`config.mk`:
```
export PLATFORM = sky130hd
export DESIGN_NAME = symbol_table_cam_flat
export DESIGN_NICKNAME = d
export VERILOG_FILES = /design/src/hw/rtl/stc_pkg.sv /design/src/hw/rtl/stc_if.sv /design/src/hw/rtl/symbol_table_cam.sv /design/src/hw/rtl/stc_cell.sv /design/src/flat_wrapper.sv
export SDC_FILE = /design/constraint.sdc
export NUM_CORES = 1
export LEC_CHECK = 0
export ABC_CLOCK_PERIOD_IN_PS = 8900
export CAP_MARGIN = 20
export CELL_PAD_IN_SITES_DETAIL_PLACEMENT = 0
export CELL_PAD_IN_SITES_GLOBAL_PLACEMENT = 2
export CORE_ASPECT_RATIO = 0.8
export CORE_MARGIN = 10
export CORE_UTILIZATION = 47
export DETAILED_ROUTE_END_ITERATION = 10
export DONT_BUFFER_PORTS = 1
export GPL_TIMING_DRIVEN = 0
export PLACE_DENSITY_LB_ADDON = 0.15
export SYNTH_ARGS = -nofsm -noshare
export SYNTH_HDL_FRONTEND = slang
export SYNTH_SLANG_ARGS = --single-unit
```
`constraint.sdc`:
```
create_clock -name i_clk -period 8.9 [get_ports i_clk]
set_input_delay 0.445 -clock i_clk [delete_from_list [all_inputs] [get_ports i_clk]]
set_output_delay 0.445 -clock i_clk [all_outputs]
set_load 0.005 [all_outputs]
```
`src/hw/rtl/stc_pkg.sv`:
```
// shared constants, types and helpers for the symbol table cam
`timescale 1ns / 1ps

package stc_pkg;

    // default table depth
    localparam int CAPACITY_DEF = 64;

    // cells folded into one first-level reduction group
    localparam int GROUP_SIZE = 8;

    // request codes
    localparam logic [1:0] REQ_INSERT = 2'd0;
    localparam logic [1:0] REQ_DELETE = 2'd1;
    localparam logic [1:0] REQ_SEARCH = 2'd2;

    // status codes
    localparam logic [1:0] ST_OK      = 2'd0;
    localparam logic [1:0] ST_DUP     = 2'd1;
    localparam logic [1:0] ST_MISSING = 2'd2;
    localparam logic [1:0] ST_FULL    = 2'd3;

    // type class of a symbol
    localparam logic CLASS_IDENTIFIER = 1'b1;
    localparam logic CLASS_OPERATOR   = 1'b0;

    // per-cell control bundle
    typedef struct packed {
        logic cmp;
        logic live;
        logic load;
        logic shift;
    } t_cell_ctrl;

    // ascii letter test
    function automatic logic sym_class(input logic [7:0] sym);
        logic letter;
        letter = ((sym >= 8'h41) && (sym <= 8'h5A)) || ((sym >= 8'h61) && (sym <= 8'h7A));
        return letter ? CLASS_IDENTIFIER : CLASS_OPERATOR;
    endfunction

endpackage

```
`src/hw/rtl/stc_if.sv`:
```
// request and response channel interfaces of the symbol table cam
`timescale 1ns / 1ps

interface stc_req_if;
    logic       valid;
    logic       ready;
    logic [1:0] req_type;
    logic [7:0] symbol;

    modport source (output valid, output req_type, output symbol, input ready);
    modport sink   (input valid, input req_type, input symbol, output ready);
endinterface

interface stc_rsp_if;
    logic       valid;
    logic       ready;
    logic [1:0] status;
    logic [5:0] position;
    logic       is_identifier;
    logic [6:0] live_count;

    modport source (output valid, output status, output position, output is_identifier,
                    output live_count, input ready);
    modport sink   (input valid, input status, input position, input is_identifier,
                    input live_count, output ready);
endinterface

```
`src/hw/rtl/symbol_table_cam.sv`:
```
// top level of the symbol table cam: cell row, match reduction and control
`timescale 1ns / 1ps

// Packed symbol table of CAPACITY one-byte keys held in insertion order.
// Request channel i_req carries req_type (insert, delete, search) and a
// symbol; response channel o_rsp returns status, position, is_identifier
// and the live count after the request, one response per request.
// A request passes through the states accept, compare (every cell compares
// its key), group fold (the match flags are folded in groups of eight) and
// update (fold the groups, update the cells and load the response register).
// A single shared request register holds the request, so a new request is
// taken only once the previous one has been written into the response
// register.
// Delete compacts the row in the update cycle: every cell at or above the
// match takes the key of its upper neighbor.
// If the receiver stalls, the response register holds its item and the
// next request waits in the update cycle until the register is free.
// Synchronous reset empties the table (live count zero) at once; key
// storage is not cleared, as only live slots are ever compared.
module symbol_table_cam #(
    parameter int CAPACITY = stc_pkg::CAPACITY_DEF
) (
    input  logic         i_clk,
    input  logic         i_rst_n,
    stc_req_if.sink      i_req,
    stc_rsp_if.source    o_rsp
);

    localparam int IW = (CAPACITY > 1) ? $clog2(CAPACITY) : 1;
    localparam int CW = $clog2(CAPACITY + 1);
    localparam int GS = stc_pkg::GROUP_SIZE;
    localparam int NG = (CAPACITY + GS - 1) / GS;

    typedef enum logic [3:0] {
        S_IDLE = 4'b0001,
        S_CMP  = 4'b0010,
        S_RED  = 4'b0100,
        S_UPD  = 4'b1000
    } t_state;

    t_state             r_state, n_state;
    logic [1:0]         r_req;
    logic [7:0]         r_sym;
    logic [CW-1:0]      r_count, n_count;

    logic [NG-1:0]      r_grp_any;
    logic [IW-1:0]      r_grp_idx [NG];
    logic [NG-1:0]      w_grp_any;
    logic [IW-1:0]      w_grp_idx [NG];

    logic [CAPACITY-1:0] w_hit;
    logic [7:0]          w_key [CAPACITY];
    stc_pkg::t_cell_ctrl w_ctrl [CAPACITY];

    logic               w_any;
    logic [IW-1:0]      w_pos;
    logic               w_commit;
    logic               w_ins_ok;
    logic               w_del_ok;
    logic               w_full;
    logic [1:0]         w_status;
    logic [IW-1:0]      w_res_pos;
    logic [15:0]        w_pos_ext;
    logic [15:0]        w_cnt_ext;

    logic               r_out_valid;
    logic [1:0]         r_out_status;
    logic [5:0]         r_out_pos;
    logic               r_out_class;
    logic [6:0]         r_out_count;

    // row of cells, each pulling from its upper neighbor on delete
    for (genvar i = 0; i < CAPACITY; i++) begin : g_cell
        logic [7:0] w_next;
        if (i == CAPACITY - 1) begin : g_top
            assign w_next = 8'h00;
        end else begin : g_mid
            assign w_next = w_key[i + 1];
        end

        assign w_ctrl[i].cmp   = (r_state == S_CMP);
        assign w_ctrl[i].live  = (CW'(i) < r_count);
        assign w_ctrl[i].load  = w_commit && w_ins_ok && (CW'(i) == r_count);
        assign w_ctrl[i].shift = w_commit && w_del_ok && (IW'(i) >= w_pos);

        stc_cell u_cell (
            .i_clk      (i_clk),
            .i_ctrl     (w_ctrl[i]),
            .i_sym      (r_sym),
            .i_next_key (w_next),
            .o_key      (w_key[i]),
            .o_hit      (w_hit[i])
        );
    end

    // first fold: keys are unique, so or-ing the indices of hits gives the slot
    always_comb begin
        int j;
        for (int g = 0; g < NG; g++) begin
            w_grp_any[g] = 1'b0;
            w_grp_idx[g] = '0;
            for (int k = 0; k < GS; k++) begin
                j = g * GS + k;
                if (j < CAPACITY) begin
                    if (w_hit[j]) begin
                        w_grp_any[g] = 1'b1;
                        w_grp_idx[g] = w_grp_idx[g] | IW'(j);
                    end
                end
            end
        end
    end

    always_ff @(posedge i_clk) begin
        if (r_state == S_RED) begin
            r_grp_any <= w_grp_any;
            for (int g = 0; g < NG; g++) begin
                r_grp_idx[g] <= w_grp_idx[g];
            end
        end
    end

    // second fold over the groups
    always_comb begin
        w_any = 1'b0;
        w_pos = '0;
        for (int g = 0; g < NG; g++) begin
            if (r_grp_any[g]) begin
                w_any = 1'b1;
                w_pos = w_pos | r_grp_idx[g];
            end
        end
    end

    // request outcome
    always_comb begin
        w_full    = (r_count >= CW'(CAPACITY));
        w_ins_ok  = 1'b0;
        w_del_ok  = 1'b0;
        w_status  = stc_pkg::ST_MISSING;
        w_res_pos = '0;
        n_count   = r_count;
        case (r_req)
            stc_pkg::REQ_INSERT: begin
                if (w_any) begin
                    w_status = stc_pkg::ST_DUP;
                end else if (w_full) begin
                    w_status = stc_pkg::ST_FULL;
                end else begin
                    w_ins_ok  = 1'b1;
                    w_status  = stc_pkg::ST_OK;
                    w_res_pos = r_count[IW-1:0];
                    n_count   = r_count + CW'(1);
                end
            end
            stc_pkg::REQ_DELETE: begin
                if (w_any) begin
                    w_del_ok  = 1'b1;
                    w_status  = stc_pkg::ST_OK;
                    w_res_pos = w_pos;
                    n_count   = r_count - CW'(1);
                end
            end
            stc_pkg::REQ_SEARCH: begin
                if (w_any) begin
                    w_status  = stc_pkg::ST_OK;
                    w_res_pos = w_pos;
                end
            end
            default: begin
                w_status = stc_pkg::ST_MISSING;
            end
        endcase
    end

    assign w_commit  = (r_state == S_UPD) && (!r_out_valid || o_rsp.ready);
    assign w_pos_ext = 16'(w_res_pos);
    assign w_cnt_ext = 16'(n_count);

    // sequencer
    always_comb begin
        n_state = r_state;
        case (r_state)
            S_IDLE: begin
                if (i_req.valid) begin
                    n_state = S_CMP;
                end
            end
            S_CMP: begin
                n_state = S_RED;
            end
            S_RED: begin
                n_state = S_UPD;
            end
            S_UPD: begin
                if (w_commit) begin
                    n_state = S_IDLE;
                end
            end
            default: begin
                n_state = S_IDLE;
            end
        endcase
    end

    always_ff @(posedge i_clk) begin
        if (!i_rst_n) begin
            r_state <= S_IDLE;
            r_count <= '0;
        end else begin
            r_state <= n_state;
            if (w_commit) begin
                r_count <= n_count;
            end
        end
    end

    // request capture
    always_ff @(posedge i_clk) begin
        if (i_req.valid && i_req.ready) begin
            r_req <= i_req.req_type;
            r_sym <= i_req.symbol;
        end
    end

    // no request is taken while reset is held
    assign i_req.ready = i_rst_n && (r_state == S_IDLE);

    // response register
    always_ff @(posedge i_clk) begin
        if (!i_rst_n) begin
            r_out_valid <= 1'b0;
        end else if (w_commit) begin
            r_out_valid <= 1'b1;
        end else if (o_rsp.ready) begin
            r_out_valid <= 1'b0;
        end
    end

    always_ff @(posedge i_clk) begin
        if (w_commit) begin
            r_out_status <= w_status;
            r_out_pos    <= w_pos_ext[5:0];
            r_out_class  <= stc_pkg::sym_class(r_sym);
            r_out_count  <= w_cnt_ext[6:0];
        end
    end

    assign o_rsp.valid         = r_out_valid;
    assign o_rsp.status        = r_out_status;
    assign o_rsp.position      = r_out_pos;
    assign o_rsp.is_identifier = r_out_class;
    assign o_rsp.live_count    = r_out_count;

    // live count never exceeds the table depth
    a_count_bound: assert property (@(posedge i_clk) disable iff (!i_rst_n)
        r_count <= CW'(CAPACITY))
        else $error("live count above capacity");

    // stored keys stay unique, so at most one live slot matches
    a_unique_hit: assert property (@(posedge i_clk) disable iff (!i_rst_n)
        (r_state == S_RED) |-> ($countones(w_hit) <= 1))
        else $error("more than one slot matched");

    // a successful insert grows the table by exactly one entry
    a_insert_grow: assert property (@(posedge i_clk) disable iff (!i_rst_n)
        (w_commit && w_ins_ok) |=> (r_count == $past(r_count) + CW'(1)))
        else $error("insert did not grow the table");

    // a successful delete only happens on a non-empty table
    a_delete_live: assert property (@(posedge i_clk) disable iff (!i_rst_n)
        (w_commit && w_del_ok) |-> (r_count != '0))
        else $error("delete on empty table");

endmodule

```
`src/hw/rtl/stc_cell.sv`:
```
// one table slot: key storage, match flag and shift from the upper neighbor
`timescale 1ns / 1ps

module stc_cell (
    input  logic               i_clk,
    input  stc_pkg::t_cell_ctrl i_ctrl,
    input  logic [7:0]         i_sym,
    input  logic [7:0]         i_next_key,
    output logic [7:0]         o_key,
    output logic               o_hit
);

    logic [7:0] r_key;
    logic       r_hit;

    // match flag, only meaningful for live slots
    always_ff @(posedge i_clk) begin
        if (i_ctrl.cmp) begin
            r_hit <= (r_key == i_sym) && i_ctrl.live;
        end
    end

    // append writes the new key, delete pulls the neighbor's key down
    always_ff @(posedge i_clk) begin
        if (i_ctrl.load) begin
            r_key <= i_sym;
        end else if (i_ctrl.shift) begin
            r_key <= i_next_key;
        end
    end

    assign o_key = r_key;
    assign o_hit = r_hit;

endmodule
```
`src/flat_wrapper.sv`:
```
// flat-port wrapper written by rule: the top's interface ports become plain ports
module symbol_table_cam_flat 
#(
    parameter int CAPACITY = stc_pkg::CAPACITY_DEF
)
  (i_clk, i_rst_n, i_req_valid, i_req_req_type, i_req_symbol, i_req_ready, o_rsp_valid, o_rsp_status, o_rsp_position, o_rsp_is_identifier, o_rsp_live_count, o_rsp_ready);
  stc_req_if i_req_i ();
  stc_rsp_if o_rsp_i ();
  input  logic i_clk;
  input  logic i_rst_n;
  input wire logic [$bits(i_req_i.valid)-1:0] i_req_valid;
  input wire logic [$bits(i_req_i.req_type)-1:0] i_req_req_type;
  input wire logic [$bits(i_req_i.symbol)-1:0] i_req_symbol;
  output wire logic [$bits(i_req_i.ready)-1:0] i_req_ready;
  output wire logic [$bits(o_rsp_i.valid)-1:0] o_rsp_valid;
  output wire logic [$bits(o_rsp_i.status)-1:0] o_rsp_status;
  output wire logic [$bits(o_rsp_i.position)-1:0] o_rsp_position;
  output wire logic [$bits(o_rsp_i.is_identifier)-1:0] o_rsp_is_identifier;
  output wire logic [$bits(o_rsp_i.live_count)-1:0] o_rsp_live_count;
  input wire logic [$bits(o_rsp_i.ready)-1:0] o_rsp_ready;
  assign i_req_i.valid = i_req_valid;
  assign i_req_i.req_type = i_req_req_type;
  assign i_req_i.symbol = i_req_symbol;
  assign i_req_ready = i_req_i.ready;
  assign o_rsp_valid = o_rsp_i.valid;
  assign o_rsp_status = o_rsp_i.status;
  assign o_rsp_position = o_rsp_i.position;
  assign o_rsp_is_identifier = o_rsp_i.is_identifier;
  assign o_rsp_live_count = o_rsp_i.live_count;
  assign o_rsp_i.ready = o_rsp_ready;
  symbol_table_cam #(.CAPACITY(CAPACITY)) u_core (.i_clk(i_clk), .i_rst_n(i_rst_n), .i_req(i_req_i), .o_rsp(o_rsp_i));
endmodule
```
# Word-level counts from Yosys, hierarchy flattened
# Memories as Yosys holds them, arrays and structs flattened.
# Index checks and enable logic that the tools add are counted.
dict set report totals {
  reg_bits 622
  mem_bits_rw 48
  output_inout_bits 18
  memories 1
}
# name words word_bits read_ports rd_ports_with_merged_regs wr line
set memory_table {}
lappend memory_table {u_core.r_grp_idx 8 6 8 0 8 symbol_table_cam.sv:47} ;# logic [IW-1:0] r_grp_idx [NG];
dict set report classes {
  n_addsub 2
  n_lt_le_gt_ge 133
  n_eq_ne 135
  n_mux 240
  n_bitwise 7
  reduce_logical 279
}
# op n
set op_table {}
lappend op_table {{8-bit two-way mux} 128}
lappend op_table {{8-bit == test} 64}
lappend op_table {{6-bit two-way mux} 43}
lappend op_table {{6-bit by 7-bit == test with 1-bit output (first input constant)} 32}
lappend op_table {{6-bit by 7-bit less-than comparator with 1-bit output (first input constant)} 32}
lappend op_table {{1-bit logical AND} 199}
lappend op_table {{6-bit greater-or-equal comparator (first input constant)} 32}
lappend op_table {{2-bit nonzero test} 65}
lappend op_table {{5-bit by 7-bit == test with 1-bit output (first input constant)} 16}
lappend op_table {{5-bit by 7-bit less-than comparator with 1-bit output (first input constant)} 16}
lappend op_table {{5-bit by 6-bit greater-or-equal comparator with 1-bit output (first input constant)} 16}
lappend op_table {{5-bit two-way mux} 16}
lappend op_table {{4-bit by 7-bit == test with 1-bit output (first input constant)} 8}
lappend op_table {{4-bit by 7-bit less-than comparator with 1-bit output (first input constant)} 8}
lappend op_table {{7-bit OR reduction} 8}
lappend op_table {{4-bit by 6-bit greater-or-equal comparator with 1-bit output (first input constant)} 8}
lappend op_table {{6-bit bitwise OR} 7}
lappend op_table {{4-bit two-way mux} 10}
lappend op_table {{3-bit by 7-bit == test with 1-bit output (first input constant)} 4}
lappend op_table {{3-bit by 7-bit less-than comparator with 1-bit output (first input constant)} 4}
lappend op_table {{1-bit two-way mux} 27}
lappend op_table {{3-bit by 6-bit greater-or-equal comparator with 1-bit output (first input constant)} 4}
lappend op_table {{7-bit two-way mux} 3}
lappend op_table {{8-bit by 7-bit greater-or-equal comparator with 1-bit output (second input constant)} 2}
lappend op_table {{other kinds (30)} 44}

# Longest topological paths before layout
# An unclocked memory read counts as a cell.
dict set report logic_depth {
  ltp_word 20
  ltp_mapped 9
  depth_no_buf 7
}

# Cells and area by module
# Synthesis repeated with hierarchy kept, for this count alone.
dict set report hier_totals {
  cells_unflattened 2630
  area_unflattened_um2 37313.3
}
# module instances cells_each area_each_um2 seq_area_each_um2
set by_module_without_submodules {}
lappend by_module_without_submodules {stc_cell 64 31 503.0 270.3}
lappend by_module_without_submodules {symbol_table_cam 1 646 5122.4 1981.9}

# Worst setup path before layout
# OpenSTA, ideal clock, no wires.
dict set report synth_path {
  kind {reg-to-reg}
  from {reg u_core.r_state[1]}
  to {reg u_core.g_cell[0].u_cell.r_hit (enable)}
  t_arrival_ns 7.096
  setup_slack_ns 1.135
  path_stages_with_launch 2
  synth_period_minus_slack_ns 7.765
  path_cell_list {dfxtp_1 -> nor4b_1}
}
dict set report synth_between {
  elab_chain_len 1
}
# element line
set synth_lines {}
lappend synth_lines {{start, declared} symbol_table_cam.sv:41} ;# t_state r_state, n_state;
lappend synth_lines {{start signal, assigned} symbol_table_cam.sv:211} ;# r_state <= n_state;
lappend synth_lines {{4-bit by 2-bit == test with 1-bit output} symbol_table_cam.sv:81} ;# assign w_ctrl[i].cmp = (r_state == S_CMP);
lappend synth_lines {{end signal, assigned} stc_cell.sv:19} ;# r_hit <= (r_key == i_sym) && i_ctrl.live;
lappend synth_lines {{end, declared} stc_cell.sv:14} ;# logic r_hit;
# Every way passes these cells.
# A chain may end at the register's enable or synchronous reset.

# Worst setup path after layout
dict set report layout_path {
  from {reg u_core.r_state[3]}
  to {reg u_core.g_cell[45].u_cell.r_key[7] (enable)}
}
dict set report layout_between {
  elab_chain_len 5
}
# element line
set layout_lines {}
lappend layout_lines {{4-bit == test *} symbol_table_cam.sv:176} ;# assign w_commit = (r_state == S_UPD) && (!r_out_valid || o_rsp.ready);
lappend layout_lines {{1-bit logical AND *} symbol_table_cam.sv:176}
lappend layout_lines {{1-bit logical AND (on tied branches) (2 in a row)} {symbol_table_cam.sv:84, symbol_table_cam.sv:83}}
lappend layout_lines {{2-bit nonzero test (no source line) *} -}
lappend layout_lines {{end signal, assigned} stc_cell.sv:26} ;# r_key <= i_sym;
lappend layout_lines {{end signal, assigned} stc_cell.sv:28} ;# r_key <= i_next_key;
lappend layout_lines {{end, declared} stc_cell.sv:13} ;# logic [7:0] r_key;
# Every way passes the cells marked *; elsewhere a longest branch is shown, timed or not.

==> results.sh <==
export IMPL_wire_per_inst_microns=38.3
export IMPL_grt_use_total_pct=33.2
export IMPL_hold_start="i_rst_n"
export IMPL_setup_violations_final=0
export IMPL_yosys_warnings=0
export IMPL_critPathBufInv=2
export IMPL_slew_viol_final=0
export IMPL_synth_flop_cell="edfxtp_1"
export IMPL_cts_clk_slew_worst_paths_ns=0.07
export IMPL_switching_share_pct=23.4
export IMPL_holdPathStages=2
export IMPL_synth_cell_type_count=65
export IMPL_drt_iter0_drc=3822
export IMPL_initial_core_util_pct=47.2
export IMPL_grt_pass1_wl_microns=196000
export IMPL_cts_root_buffer="clkbuf_16"
export IMPL_place_congestion=1.03
export IMPL_crit_path_cell_trace="nor4b_1, nand2_1, clkbuf_1, nor2_1, clkbuf_1, nand2_1, o211ai_1"
export IMPL_holdWs_ns=0.0396
export IMPL_core_sq_mm=0.0735
export IMPL_clock_power_share_pct=44.7
export IMPL_seq_area_frac_synth_pct=55.5
export IMPL_postRouteAntennaNets=0
export IMPL_die_h_microns=263
export IMPL_fp_dieW_microns=324
export IMPL_path_depth=7
export IMPL_cp_top_family="simple AND/OR/NAND/NOR gates"
export IMPL_slowest_stage="nor4b_1"
export IMPL_status="completed"
export IMPL_synth_top_area_share_pct=54.9
export IMPL_grt_ovfl_total=0
export IMPL_ios=32
export IMPL_drv_cap=0
export IMPL_slowest_delay_ns=1.04
export IMPL_rsz0062_at_grt="false"
export IMPL_hold_viol=0
export IMPL_synth_edf_count=634
export IMPL_intPower_mw=5.05
export IMPL_grt_max_degree=26
export IMPL_crit_arrival_ns=5.22
export IMPL_vias_per_cell=6.52
export IMPL_leakage_nw=11.9
export IMPL_stdcell_area_sq_mm=0.0393
export IMPL_drt_total_wl_microns=144000
export IMPL_met1_length_microns=61600
export IMPL_n_fill_cell=6209
export IMPL_cts_sinks=646
export IMPL_rr_worst_depth=7
export IMPL_dpl_instance_area_sq_mm=0.0369
export IMPL_maxSlewHeadroom_pct=14.1
export IMPL_top_layer="met5"
export IMPL_dp_hpwl_microns=107000
export IMPL_ys_ff_latch=646
export IMPL_cp_startpoint="u_core.r_state[3]$_SDFFE_PN0P_"
export IMPL_r2r_start="u_core.r_state[3]$_SDFFE_PN0P_"
export IMPL_synth_compound_area_share_pct=3.16
export IMPL_antenna_found_initial=7
export IMPL_htree_levels=3
export IMPL_die_area_sq_mm=0.0852
export IMPL_dr_wl_met3_microns=16500
export IMPL_synth_top_family_by_area="multiplexers"
export IMPL_cts_made_buffers=71
export IMPL_finalClockSkew_ns=0.0258
export IMPL_yosys_top_cells_count="634 x edfxtp_1, 496 x mux2_2, 310 x xnor2_1, 203 x xor2_1, 123 x clkbuf_1"
export IMPL_required_ns=9.16
export IMPL_post_route_min_period_ns=4.96
export IMPL_port_buffers=0
export IMPL_layout_nets=2772
export IMPL_syn_cell_area_sq_mm=0.0347
export IMPL_rows=89
export IMPL_wl_met2_microns=61000
export IMPL_path_class="reg2reg"
export IMPL_dr_total_vias=24500
export IMPL_final_util_pct=53.5
export IMPL_drt_first_pass_iters=5
export IMPL_crit_fanout=10
export IMPL_cts_resized=0
export IMPL_synthArstFlopShare_pct=0
export IMPL_critPathCaptureType="flip-flop"
export IMPL_synth_fa_ha_area_share_pct=0.361
export IMPL_power_density_mw_per_mm2=168
export IMPL_netlist_instances=2587
export IMPL_vdd_drop_max_mv=0.139
export IMPL_synth_simple_gate_area_share_pct=9.39
export IMPL_min_period_over_period_pct=55.8
export IMPL_ys_top_cells_by_area="edfxtp_1 55%, mux2_2 16%, xnor2_1 7.8%"
export IMPL_yosysMostFrequentCell="edfxtp_1"
export IMPL_combPwrFrac_pct=5.2
export IMPL_syn_num_nets=2611
export IMPL_min_path_type="in2reg"
export IMPL_grt_pass1_vias=23700
export IMPL_timing_fmax_mhz=201
export IMPL_synth_xor_xnor_area_share_pct=12.9
export IMPL_drc=0
export IMPL_clock_path_buffers=3
export IMPL_worst_skew_pair_late_latency_ns=0.64
export IMPL_worstMarginPinSlew_ns=1.27
export IMPL_synth_avg_cell_area_sq_um=13.4
export IMPL_synthMuxAreaShare_pct=16.4
export IMPL_cts_tree="yes"
export IMPL_p_seq_share_pct=50.1
export IMPL_drive_above_1_share_pct=28.1
export IMPL_synth_area_leader_cell="edfxtp_1"
export IMPL_p_sw_mw=1.54
export IMPL_start_kind="flip-flop"
export IMPL_area_growth_synth_to_final_pct=13.2
## state kept, by name (all words and copies together) (netlist names)
name	count
u_core.r_grp_idx	30
u_core.o_rsp.position	6
u_core.r_req	2
u_core.r_sym	8
u_core.o_rsp.valid	1
u_core.r_grp_any	2
u_core.o_rsp.is_identifier	1
u_core.o_rsp.status	2
u_core.r_state	4
u_core.g_cell.u_cell.o_key	512
u_core.g_cell.u_cell.o_hit	64
u_core.r_count	7
u_core.o_rsp.live_count	7
## layout by cell type, fill, tap and decap left out, types with 16 or more instances in the layout
master / count
edfxtp_1: 634
mux2_2: 496
xnor2_1: 310
xor2_1: 203
clkbuf_1: 115
nand2_1: 107
nand4_1: 81
clkbuf_16: 75
nor4_1: 68
nand3_1: 49
buf_2: 46
nor2_1: 45
o21ai_0: 43
nor3_1: 37
or4_1: 31
a21oi_1: 29
and2_1: 25
clkbuf_2: 22
buf_8: 22
nand2b_1: 21
buf_4: 20
nand2_2: 18
buf_1: 17
and3_1: 16
a22oi_1: 16
clkinv_1: 16
## kinds of logic after synthesis
kind of cell	count (synthesis)
compound gates	166
fa+ha+maj	10
mux	506
simple gates	561
xor+xnor	513
flops	646
buf+inv	185
## cell type report
class / count / area (sq um) / area share [%]
Tap cell: 955 / 1190 / 3.04
Timing Repair Buffer: 88 / 1040 / 2.65
Multi-Input combinational cell: 1756 / 14700 / 37.5
Sequential cell: 646 / 19300 / 49.1
Clock buffer: 89 / 1930 / 4.91
Clock inverter: 38 / 294 / 0.748
Buffer: 176 / 768 / 1.96
Antenna cell: 5 / 12.5 / 0.0318
Inverter: 9 / 33.8 / 0.0860
## power groups by stage
stage	clock (mW)	sequential [mW]	combinational, mW
2_1_floorplan	0	3.37	0.150
3_3_place_gp	0	3.37	0.301
3_5_place_dp	0	3.37	0.325
4_1_cts	2.94	3.31	0.332
5_1_grt	3.06	3.30	0.347
6_report	2.94	3.31	0.344
## stage by stage
| step | power [mW] | instances | TNS (ns) | setup slack (ns) |
|---|---|---|---|---|
| detailed placement | 3.70 | 3613 | 0 | 4.30 |
| floorplan | 3.52 | 2587 | 0 | 1.14 |
| global route | 6.71 | 3757 | 0 | 3.99 |
| global placement | 3.67 | 3542 | -199.10 | -3.08 |
| finish | 6.59 | 3762 | 0 | 3.94 |
| CTS | 6.58 | 3753 | 0 | 4.24 |
## what timing repair did
action | 4_1_cts | 5_1_grt
hold endpoints to repair | 16 | 0
hold buffers | 13 | 0
buffers inserted | 0 | 0
## worst paths after layout
check	endpoint	slack [ns]
setup / recovery	u_core.g_cell[45].u_cell.o_key[7]$_DFFE_PP_	3.94
hold / removal	u_core.r_count[2]$_SDFFE_PN0P_	0.04
setup reg to reg	u_core.g_cell[45].u_cell.o_key[7]$_DFFE_PP_	3.94
hold reg to reg	u_core.r_grp_any[4]$_SDFFCE_PP1P_	0.53
## routing by layer
metal,GRT usage (%),vias up
li1,-,10100
met1,48.5,12700
met2,47.7,1502
met3,7.85,231
met4,11.0,4
met5,0,-
Note: power is estimated with default switching activity, not from simulation.
